===== src/rtl/llm_pkg.sv =====
package llm_pkg;

   // Default sample width of the sensor converter.
   localparam int SAMPLE_BITS_DEFAULT = 12;

   // Full brightness code and register reset values.
   localparam int FULL_SCALE     = 255;
   localparam int CAL_MIN_RESET  = 0;
   localparam int CAL_MAX_RESET  = 4095;
   localparam int DEADBAND_RESET = 10;

   // Control register indexes.
   localparam int CSR_INDEX_BITS = 2;
   localparam logic [CSR_INDEX_BITS-1:0] CSR_CAL_MIN  = 2'd0;
   localparam logic [CSR_INDEX_BITS-1:0] CSR_CAL_MAX  = 2'd1;
   localparam logic [CSR_INDEX_BITS-1:0] CSR_DEADBAND = 2'd2;

   // Sequencer states.
   typedef enum logic [1:0] {
      ST_IDLE,
      ST_DIVIDE,
      ST_RESPOND
   } llm_state_type;

   // Handshake between sequencer and divider.
   typedef struct packed {
      logic start;
   } llm_div_ctrl_type;

   typedef struct packed {
      logic done;
      logic busy;
   } llm_div_stat_type;

endpackage


===== src/rtl/llm_csr.sv =====
module llm_csr #(
   parameter int SAMPLE_BITS = llm_pkg::SAMPLE_BITS_DEFAULT
) (
   input  logic                              clock,
   input  logic                              reset,
   input  logic                              csr_valid,
   output logic                              csr_ready,
   input  logic [llm_pkg::CSR_INDEX_BITS-1:0] csr_index,
   input  logic [SAMPLE_BITS-1:0]            csr_data,
   output logic [SAMPLE_BITS-1:0]            cal_min,
   output logic [SAMPLE_BITS-1:0]            cal_max,
   output logic [7:0]                        deadband
);

   logic [SAMPLE_BITS-1:0] cal_min_ff;
   logic [SAMPLE_BITS-1:0] cal_max_ff;
   logic [7:0]             deadband_ff;
   logic                   wr_en;

   assign csr_ready = 1'b1;
   assign wr_en     = csr_valid & csr_ready;

   // Writes to an index beyond the register list are dropped.
   always_ff @(posedge clock) begin
      if (reset) begin
         cal_min_ff  <= SAMPLE_BITS'(llm_pkg::CAL_MIN_RESET);
         cal_max_ff  <= SAMPLE_BITS'(llm_pkg::CAL_MAX_RESET);
         deadband_ff <= 8'(llm_pkg::DEADBAND_RESET);
      end else if (wr_en) begin
         case (csr_index)
            llm_pkg::CSR_CAL_MIN:  cal_min_ff  <= csr_data;
            llm_pkg::CSR_CAL_MAX:  cal_max_ff  <= csr_data;
            llm_pkg::CSR_DEADBAND: deadband_ff <= csr_data[7:0];
            default: ;
         endcase
      end
   end

   assign cal_min  = cal_min_ff;
   assign cal_max  = cal_max_ff;
   assign deadband = deadband_ff;

endmodule


===== src/rtl/llm_div.sv =====
module llm_div #(
   parameter int SAMPLE_BITS = llm_pkg::SAMPLE_BITS_DEFAULT
) (
   input  logic                          clock,
   input  logic                          reset,
   input  llm_pkg::llm_div_ctrl_type     ctrl,
   input  logic [SAMPLE_BITS+7:0]        dividend,
   input  logic [SAMPLE_BITS-1:0]        divisor,
   output llm_pkg::llm_div_stat_type     stat,
   output logic [SAMPLE_BITS+7:0]        quotient
);

   localparam int NW = SAMPLE_BITS + 8;
   localparam int CW = $clog2(NW + 1);

   logic [SAMPLE_BITS-1:0] rem_ff,  rem_in;
   logic [NW-1:0]          quo_ff,  quo_in;
   logic [SAMPLE_BITS-1:0] dvs_ff,  dvs_in;
   logic [CW-1:0]          cnt_ff,  cnt_in;
   logic                   busy_ff, busy_in;
   logic                   done_ff, done_in;
   logic [SAMPLE_BITS:0]   trial;
   logic [SAMPLE_BITS:0]   diff;
   logic                   fits;

   // One restoring shift-subtract step per cycle, MSB first.
   assign trial = {rem_ff, quo_ff[NW-1]};
   assign diff  = trial - {1'b0, dvs_ff};
   assign fits  = (trial >= {1'b0, dvs_ff});

   always_comb begin
      rem_in  = rem_ff;
      quo_in  = quo_ff;
      dvs_in  = dvs_ff;
      cnt_in  = cnt_ff;
      busy_in = busy_ff;
      done_in = 1'b0;
      if (ctrl.start) begin
         rem_in  = '0;
         quo_in  = dividend;
         dvs_in  = divisor;
         cnt_in  = CW'(NW);
         busy_in = 1'b1;
      end else if (busy_ff) begin
         rem_in = fits ? diff[SAMPLE_BITS-1:0] : trial[SAMPLE_BITS-1:0];
         quo_in = {quo_ff[NW-2:0], fits};
         cnt_in = cnt_ff - 1'b1;
         if (cnt_ff == CW'(1)) begin
            busy_in = 1'b0;
            done_in = 1'b1;
         end
      end
   end

   always_ff @(posedge clock) begin
      if (reset) begin
         busy_ff <= 1'b0;
         done_ff <= 1'b0;
         cnt_ff  <= '0;
      end else begin
         busy_ff <= busy_in;
         done_ff <= done_in;
         cnt_ff  <= cnt_in;
      end
   end

   always_ff @(posedge clock) begin
      rem_ff <= rem_in;
      quo_ff <= quo_in;
      dvs_ff <= dvs_in;
   end

   assign stat.done = done_ff;
   assign stat.busy = busy_ff;
   assign quotient  = quo_ff;

endmodule


===== src/rtl/light_level_map_with_hysteresis_core.sv =====
// Light level mapper: each req_ transfer carries one raw sensor sample, which is mapped
// linearly from [cal_min, cal_max] onto 0..255 (signed quotient truncated toward zero,
// then clamped), and the held level follows the mapped value only when the two differ by
// at least deadband. Each sample yields one rsp_ transfer with the held level and a
// range_error flag that is set, with the level left unchanged, when cal_max equals
// cal_min. The result comes from the restoring divider, which retires one quotient bit
// per cycle over SAMPLE_BITS+8 bits; the quotient is then clamped and the level
// registered. A range error skips the divider and presents its result on the cycle
// after acceptance. The block takes no new sample until the result is transferred.
// Control registers are written on the csr_ channel; the user must write them only
// while the block is idle, since the block itself does not enforce it.
module light_level_map_with_hysteresis_core #(
   parameter int SAMPLE_BITS = llm_pkg::SAMPLE_BITS_DEFAULT
) (
   input  logic                               clock,
   input  logic                               reset,
   // sample input
   input  logic                               req_tvalid,
   output logic                               req_tready,
   input  logic [((SAMPLE_BITS+7)/8)*8-1:0]   req_tdata,   // sensor_sample, zero pad
   // result output
   output logic                               rsp_tvalid,
   input  logic                               rsp_tready,
   output logic [7:0]                         rsp_tdata,   // level
   output logic                               rsp_tuser,   // range_error
   // control register writes
   input  logic                               csr_valid,
   output logic                               csr_ready,
   input  logic [llm_pkg::CSR_INDEX_BITS-1:0] csr_index,   // 0 cal_min, 1 cal_max, 2 deadband
   input  logic [SAMPLE_BITS-1:0]             csr_data
);

   localparam int NW = SAMPLE_BITS + 8;

   llm_pkg::llm_state_type state_ff, state_in;

   logic [SAMPLE_BITS-1:0] cal_min;
   logic [SAMPLE_BITS-1:0] cal_max;
   logic [7:0]             deadband;

   logic                   req_xfer;
   logic                   rsp_xfer;

   // operand preparation at acceptance
   logic [SAMPLE_BITS-1:0] sample;
   logic [SAMPLE_BITS:0]   num_s;      // sample - cal_min, signed
   logic [SAMPLE_BITS:0]   den_s;      // cal_max - cal_min, signed
   logic [SAMPLE_BITS-1:0] num_mag;
   logic [SAMPLE_BITS-1:0] den_mag;
   logic [NW-1:0]          num_scaled; // |num| * 255
   logic                   den_zero;
   logic                   quo_neg;

   llm_pkg::llm_div_ctrl_type div_ctrl;
   llm_pkg::llm_div_stat_type div_stat;
   logic [NW-1:0]             quotient;

   // hysteresis
   logic                   neg_ff;
   logic [7:0]             held_ff;
   logic [7:0]             mapped;
   logic [7:0]             delta;
   logic [7:0]             rsp_level_ff;
   logic                   rsp_err_ff;

   llm_csr #(
      .SAMPLE_BITS (SAMPLE_BITS)
   ) u_csr (
      .clock     (clock),
      .reset     (reset),
      .csr_valid (csr_valid),
      .csr_ready (csr_ready),
      .csr_index (csr_index),
      .csr_data  (csr_data),
      .cal_min   (cal_min),
      .cal_max   (cal_max),
      .deadband  (deadband)
   );

   assign req_xfer = req_tvalid & req_tready;
   assign rsp_xfer = rsp_tvalid & rsp_tready;

   // Work on magnitudes: a negative quotient always clamps to zero, so only the sign
   // and the unsigned quotient matter.
   assign sample     = req_tdata[SAMPLE_BITS-1:0];
   assign num_s      = {1'b0, sample} - {1'b0, cal_min};
   assign den_s      = {1'b0, cal_max} - {1'b0, cal_min};
   assign num_mag    = num_s[SAMPLE_BITS] ? SAMPLE_BITS'(-num_s) : num_s[SAMPLE_BITS-1:0];
   assign den_mag    = den_s[SAMPLE_BITS] ? SAMPLE_BITS'(-den_s) : den_s[SAMPLE_BITS-1:0];
   assign num_scaled = {num_mag, 8'h00} - NW'(num_mag);
   assign den_zero   = (den_s == '0);
   assign quo_neg    = num_s[SAMPLE_BITS] ^ den_s[SAMPLE_BITS];

   llm_div #(
      .SAMPLE_BITS (SAMPLE_BITS)
   ) u_div (
      .clock    (clock),
      .reset    (reset),
      .ctrl     (div_ctrl),
      .dividend (num_scaled),
      .divisor  (den_mag),
      .stat     (div_stat),
      .quotient (quotient)
   );

   // Clamp the quotient, then compare against the held level.
   always_comb begin
      if (neg_ff) begin
         mapped = 8'h00;
      end else if (|quotient[NW-1:8]) begin
         mapped = 8'(llm_pkg::FULL_SCALE);
      end else begin
         mapped = quotient[7:0];
      end
      delta = (mapped >= held_ff) ? (mapped - held_ff) : (held_ff - mapped);
   end

   // next state
   always_comb begin
      state_in = state_ff;
      case (state_ff)
         llm_pkg::ST_IDLE: begin
            if (req_xfer) begin
               state_in = den_zero ? llm_pkg::ST_RESPOND : llm_pkg::ST_DIVIDE;
            end
         end
         llm_pkg::ST_DIVIDE: begin
            if (div_stat.done) begin
               state_in = llm_pkg::ST_RESPOND;
            end
         end
         llm_pkg::ST_RESPOND: begin
            if (rsp_xfer) begin
               state_in = llm_pkg::ST_IDLE;
            end
         end
         default: state_in = llm_pkg::ST_IDLE;
      endcase
   end

   // outputs
   always_comb begin
      req_tready     = 1'b0;
      rsp_tvalid     = 1'b0;
      div_ctrl.start = 1'b0;
      case (state_ff)
         llm_pkg::ST_IDLE: begin
            req_tready     = 1'b1;
            div_ctrl.start = req_tvalid & ~den_zero;
         end
         llm_pkg::ST_RESPOND: begin
            rsp_tvalid = 1'b1;
         end
         default: ;
      endcase
   end

   always_ff @(posedge clock) begin
      if (reset) begin
         state_ff <= llm_pkg::ST_IDLE;
         held_ff  <= 8'h00;
      end else begin
         state_ff <= state_in;
         // Advance the held level only when the change clears the deadband.
         if (state_ff == llm_pkg::ST_DIVIDE && div_stat.done && delta >= deadband) begin
            held_ff <= mapped;
         end
      end
   end

   // result payload and quotient sign; no reset needed
   always_ff @(posedge clock) begin
      if (req_xfer) begin
         neg_ff <= quo_neg;
      end
      if (req_xfer && den_zero) begin
         rsp_level_ff <= held_ff;
         rsp_err_ff   <= 1'b1;
      end else if (state_ff == llm_pkg::ST_DIVIDE && div_stat.done) begin
         rsp_level_ff <= (delta >= deadband) ? mapped : held_ff;
         rsp_err_ff   <= 1'b0;
      end
   end

   assign rsp_tdata = rsp_level_ff;
   assign rsp_tuser = rsp_err_ff;

endmodule


===== config.mk =====
export PLATFORM = sky130hd
export DESIGN_NAME = light_level_map_with_hysteresis_core
export DESIGN_NICKNAME = d
export VERILOG_FILES = /design/src/rtl/llm_pkg.sv /design/src/rtl/llm_csr.sv /design/src/rtl/llm_div.sv /design/src/rtl/light_level_map_with_hysteresis_core.sv
export SDC_FILE = /design/constraint.sdc
export NUM_CORES = 1
export LEC_CHECK = 0
export BUFFER_PORTS_ARGS = -buffer_cell sky130_fd_sc_hd__buf_2
export CAP_MARGIN = 5
export CORE_MARGIN = 4
export CORE_UTILIZATION = 60
export CTS_CLUSTER_DIAMETER = 200
export DETAILED_ROUTE_END_ITERATION = 8
export PLACE_DENSITY = 0.79
export SKIP_LAST_GASP = 1
export SLEW_MARGIN = 20
export SYNTH_ARGS = -nofsm -noshare
export SYNTH_HDL_FRONTEND = slang
export SYNTH_HIERARCHICAL = 1
export SYNTH_SLANG_ARGS = --single-unit

===== constraint.sdc =====
create_clock -name clock -period 7.3 [get_ports clock]
set_input_delay 0.365 -clock clock [delete_from_list [all_inputs] [get_ports clock]]
set_output_delay 0.365 -clock clock [all_outputs]
set_load 0.03 [all_outputs]

After elaboration in Yosys (flattened, before gate mapping)
Cells that the tools add are included.
- register bits after elaboration: 103
- latch bits: 0
- RAM bits: 0
- bits in read-only memories: 0
- input bits: 35
- output and inout bits: 12
- logic and storage cells: 81
- memories kept: 0
- $add $sub $neg: 9
- multiply operators: 0
- div/mod/pow operators: 0
- order comparisons: 3
- eq/ne operators: 8
- shift operators: 0
- multiplexer cells: 25
- bitwise operators: 6
- reduce and logical (&&, ||, !) cells: 15
- operators by type and width (operator ; count):
    $mux W8 ; 6
    $mux W20 ; 2
    $mux W12 ; 3
    $sub A12 B12 Y13 ; 2
    $neg A12 Y12 ; 2
    $sub A20 B12 Y20 ; 1
    $ge A8 B8 Y1 ; 2
    $sub A8 B8 Y8 ; 2
    $ge A13 B12 Y1 ; 1
    $logic_not A13 Y1 ; 1
    $reduce_or A12 Y1 ; 1
    $sub A12 B12 Y12 ; 1
    $mux W5 ; 2
    $mux W2 ; 4
    $mux W1 ; 7
    $pmux W2 S3 ; 1
    $reduce_and A2 Y1 ; 3
    $eq A5 B1 Y1 const B ; 1
    $sub A5 B1 Y5 const B ; 1
    $eq A2 B1 Y1 const B ; 2
    $eq A2 B2 Y1 const B ; 2
    $logic_not A2 Y1 ; 2
    $ne A2 B2 Y1 const B ; 2
    $reduce_bool A2 Y1 ; 2
    8 further kinds ; 13

Longest topological paths before layout
- depth after elaboration: 9
- mapped depth: 25
- depth with buffers taken out: 24

Modules after synthesis
Netlist, hierarchy kept.
- by module, submodules not included (module ; instances ; cells each ; area an instance (µm²) ; sequential area each (µm²)):
    light_level_map_with_hysteresis_core ; 1 ; 514 ; 3940.0 ; 490.5
    llm_div ; 1 ; 240 ; 2782.7 ; 1341.3
    llm_csr ; 1 ; 138 ; 1352.5 ; 640.6

Worst setup path after synthesis
OpenSTA, ideal clock, no wires.
- kind: register to register
- from: register u_div.quo_ff[10] (netlist: u_div/quotient[10])
- to: register held_ff[0]
- setup time: 128 ps
- data arrival time: 4756 ps
- required time: 7172 ps
- setup slack: 2417 ps
- cell stages (with the launch flop): 23
- path buffers: 1
- period minus slack after synthesis: 4883 ps
- cell sequence: edfxtp_1 > nor4_1 > nand3_1 > nor2_1 > nor2_1 > ha_1 > a21oi_1 > o21ai_0 > a211oi_1 > nor3_1 > clkbuf_1 > mux2i_1 > o21ai_0 > a21oi_1 > o21ai_0 > a31oi_1 > xnor2_1 > ha_1 > nor3_1 > a211o_1 > nor2_1 > mux2i_1 > nor2_1
- cells in the longest elaborated chain, start to end: 7
- elaborated cells on any way between the ends: 9
- classes of those cells: 2 x add/sub; 2 x order compare; 3 x mux; 2 x reduce/logical
- RTL lines (item ; line ; source):
    from (decl) ; llm_div.sv:17 ; logic [NW-1:0] quo_ff, quo_in;
    from (signal assigned) ; llm_div.sv:69 ; quo_ff <= quo_in;
    $reduce_or A12 Y1 (*) ; light_level_map_with_hysteresis_core.sv:110 ; end else if (|quotient[NW-1:8]) begin
    $mux W8 (*) ; light_level_map_with_hysteresis_core.sv:110 ;
    $mux W8 (*) ; light_level_map_with_hysteresis_core.sv:108 ; if (neg_ff) begin
    net mapped[2] ; light_level_map_with_hysteresis_core.sv:61 ; logic [7:0] mapped;
    $sub A8 B8 Y8 / $ge A8 B8 Y1 (equally long branches) ; light_level_map_with_hysteresis_core.sv:115 ; delta = (mapped >= held_ff) ? (mapped - held_ff) : (held_ff - mapped);
    $mux W8 (*) ; light_level_map_with_hysteresis_core.sv:115 ;
    $ge A8 B8 Y1 (*) ; light_level_map_with_hysteresis_core.sv:165 ; if (state_ff == llm_pkg::ST_DIVIDE && div_stat.done && delta >= deadband) begin
    $logic_and A1 B1 Y1 (*) ; light_level_map_with_hysteresis_core.sv:165 ;
    to (signal assigned) ; light_level_map_with_hysteresis_core.sv:166 ; held_ff <= mapped;
    to (decl) ; light_level_map_with_hysteresis_core.sv:60 ; logic [7:0] held_ff;
The timed path passes the listed nets; every way through them passes the cells marked *.
A chain may end at the register's enable or synchronous reset.

Worst setup path in the final report
- from: register u_div.quo_ff[10] (netlist: u_div/quotient[10])
- to: register held_ff[0]
- cells in the longest elaborated chain, start to end: 7
- elaborated cells on any way between the ends: 9
- classes of those cells: 2 x add/sub; 2 x order compare; 3 x mux; 2 x reduce/logical
- RTL lines (item ; line):
    $reduce_or A12 Y1 (*) ; light_level_map_with_hysteresis_core.sv:110
    $mux W8 (*) ; light_level_map_with_hysteresis_core.sv:110
    $mux W8 (*) ; light_level_map_with_hysteresis_core.sv:108
    net mapped[0] ; light_level_map_with_hysteresis_core.sv:61
    $sub A8 B8 Y8 / $ge A8 B8 Y1 (equally long branches) ; light_level_map_with_hysteresis_core.sv:115
    $mux W8 ; light_level_map_with_hysteresis_core.sv:115
    $ge A8 B8 Y1 ; light_level_map_with_hysteresis_core.sv:165
    $logic_and A1 B1 Y1 ; light_level_map_with_hysteresis_core.sv:165
Marks and branches as above.

==> results.yml <==
setup_path:
  crit_path_frequent_cell: "nor2_1"
  crit_arrival_ps: 6010
  cp-end-kind: "flip-flop"
  worst_setup_path_start_kind: "flip-flop"
  worst-path-buf-inv: 3
  cpMaxStageDelayCell: "nor2_1"
  cp_top_family: "simple AND/OR/NAND/NOR gates"
  max_stage_delay_ps: 720
  critPathLaunch: "u_div/quotient[10]$_DFFE_PP_"
  path_max_fanout: 12
  required_ps: 7520
  path_class: "flip-flop to flip-flop"
  crit-reg2reg-launch: "u_div/quotient[10]$_DFFE_PP_"
global_route:
  antenna_found_initial: 0
  grt_max_degree: 74
  grt_pass1_wl_mm: 27.9
  grtUsageTotal_pct: 22.8
  gr-total-overflow: 0
  grt_pass1_vias: 5911
timing:
  hold_violations: 0
  fmax_ghz: 0.173
  rsz0062_at_grt: "false"
  slew_headroom_pct: 31.6
  fin_crit_sh_pct: 79.2
  setup_violations: 0
  fin_setup_tns_ps: 0
  skew_ps: 5.55
  min_period_ps: 5780
  slew_violations: 0
  max_slew.worst_pin.slew_ps: 1020
  hold_ws_ps: 277
layout:
  fillers: 1063
  syn_to_final_growth_pct: 7.41
  diodes: 0
  final_cells: 1097
  drive_above_1_share_pct: 13.0
  final_nets: 1024
placement:
  port_buffers: 41
  hpwl_mm: 12.8
  dp_cells: 1081
  gp_congestion: 0.883
detailed_routing:
  drc: 0
  routed_wl_mm: 16.8
  antenna_left: 0
  drt-vias-per-instance: 5.70
  first_iter_violations: 441
  drt-pass1-iter-count: 5
  dr_total_vias: 6249
  wire_per_inst_um: 15.3
hold_path:
  min_from: "csr_data[8]"
  hold_path_class: "input pin to flip-flop"
floorplan:
  core-area_sq_um: 13200
  die_w_um: 124
  die-area_sq_um: 15400
  io-pin-count: 47
  num_rows: 42
  die_h_um: 124
  start_util_pct: 61.2
synthesis:
  syn_area_sq_um: 8070
  netlist_instances: 891
  syn-num-nets: 999
  yosysWarnings: 6
  syn_area_per_cell_sq_um: 9.05
cts:
  insertion_delay_ps: 360
  htree_num_levels: 3
  clk_pin_slew_ps: 70
  cts_tree: "yes"
  numCtsBuffers: 9
  cts_repair_resize_count: 0
  ctsHoldBuffers: 0
  cts_num_sinks: 103
  root_buffer: "clkbuf_16"
  cts_buffer_depth: 2
  cts_setup_buffers: 0
pwr:
  pwr-share-comb_pct: 36.0
  power_switching_w: 0.000654
  p_leak_nw: 3.47
  power_density_nw_per_um2: 220
  p_seq_share_pct: 37.4
  total_power_w: 0.00191
  pwr-share-clk_pct: 26.6
  swShare_pct: 34.3
  power.internal_w: 0.00125
  ir_worst_vdd_mv: 0.146
status:
  status: "finished clean"
flow_run:
  maxCapViolCount: 0
## final timing paths
| check | endpoint | slack [ps] | cells past startpoint |
|---|---|---|---|
| worst max register to register | held_ff[0]$_SDFFE_PP0P_ | 1520 | 25 |
| worst max-delay path | held_ff[0]$_SDFFE_PP0P_ | 1520 | 25 |
| worst min register to register | rsp_tuser$_SDFFE_PP1P_ | 450 | 2 |
| worst min-delay path | u_csr/cal_min[8]$_SDFFE_PP0P_ | 280 | 3 |
## worst reg2reg max path, stage by stage, from the launching register on
cell,delay [ps]
edfxtp_1,400
nor4_1,310
nand3_1,320
nor2_1,180
nor2_1,90
inv_1,90
ha_1,150
inv_1,70
fa_1,390
a21oi_1,200
o21ai_0,140
a211oi_1,280
nor3_1,90
buf_4,190
mux2i_1,130
o21ai_0,180
a21oi_1,120
o21ai_0,280
a31oi_1,150
xnor2_1,140
ha_1,270
nor2_1,40
a211o_1,320
nor2_1,720
mux2i_1,310
nor2_1,60
## state kept, by name, summed over array words and instances (netlist names)
register,count
u_div/quotient,20
rsp_tuser,1
u_csr/cal_max,12
state_ff,2
u_div/dvs_ff,12
u_div/done_ff,1
u_div/busy_ff,1
neg_ff,1
held_ff,8
u_div/rem_ff,12
u_div/cnt_ff,5
u_csr/deadband,8
rsp_tdata,8
u_csr/cal_min,12
## power by group through the flow
stage	registers (W)	logic [W]	clock network, W
finish	0.000713	0.000687	0.000506
global route	0.000721	0.000756	0.000541
detailed placement	0.000726	0.000675	0
floorplan	0.000713	0.000551	0
global placement	0.000722	0.000662	0
CTS	0.000714	0.000681	0.000518
## cell usage in the layout (no fill, tap or decap), types with 4 or more instances in the layout
cell / count
nand4_1: 11
buf_2: 41
nor2b_1: 10
clkbuf_16: 9
a21oi_1: 33
o21ai_1: 5
xor2_1: 21
a31oi_1: 7
nor3_1: 17
xnor2_1: 52
nor4_1: 5
a21o_1: 9
nand3b_1: 4
fa_1: 5
inv_1: 73
and3_1: 6
edfxtp_1: 41
o21ai_0: 31
nor2_1: 92
o21a_1: 10
nand3_1: 15
or3_1: 7
dfxtp_1: 62
nand2_1: 53
a211oi_1: 14
buf_4: 5
mux2_2: 26
mux2i_1: 56
ha_1: 68
nand2b_1: 38
## per-stage QoR
step / setup WS [ps] / util [%] / instance area [sq um]
3_3_place_gp: 1740 / 63.3 / 8350
2_1_floorplan: 2420 / - / 8070
4_1_cts: 1620 / 65.7 / 8670
6_report: 1520 / 65.7 / 8670
5_1_grt: 949 / 65.7 / 8670
3_5_place_dp: 1620 / 63.3 / 8350
## cell type report
| type | instances | area [sq um] | area share (%) |
|---|---|---|---|
| Clock inverter | 7 | 88.8 | 1.03 |
| Clock buffer | 9 | 225 | 2.60 |
| Multi-Input combinational cell | 682 | 5140 | 59.3 |
| Timing Repair Buffer | 46 | 243 | 2.80 |
| Inverter | 74 | 278 | 3.21 |
| Sequential cell | 103 | 2470 | 28.5 |
| Tap cell | 176 | 220 | 2.54 |
## layer usage
layer | wire (um) | up-vias | global-route usage (%)
met3 | 682 | 21 | 4.50
li1 | - | 3197 | -
met5 | 0 | - | 0
met1 | 7930 | 2882 | 30.9
met4 | 269 | 0 | 5.61
met2 | 7910 | 149 | 37.5
Power figures use the tool's default switching activity.
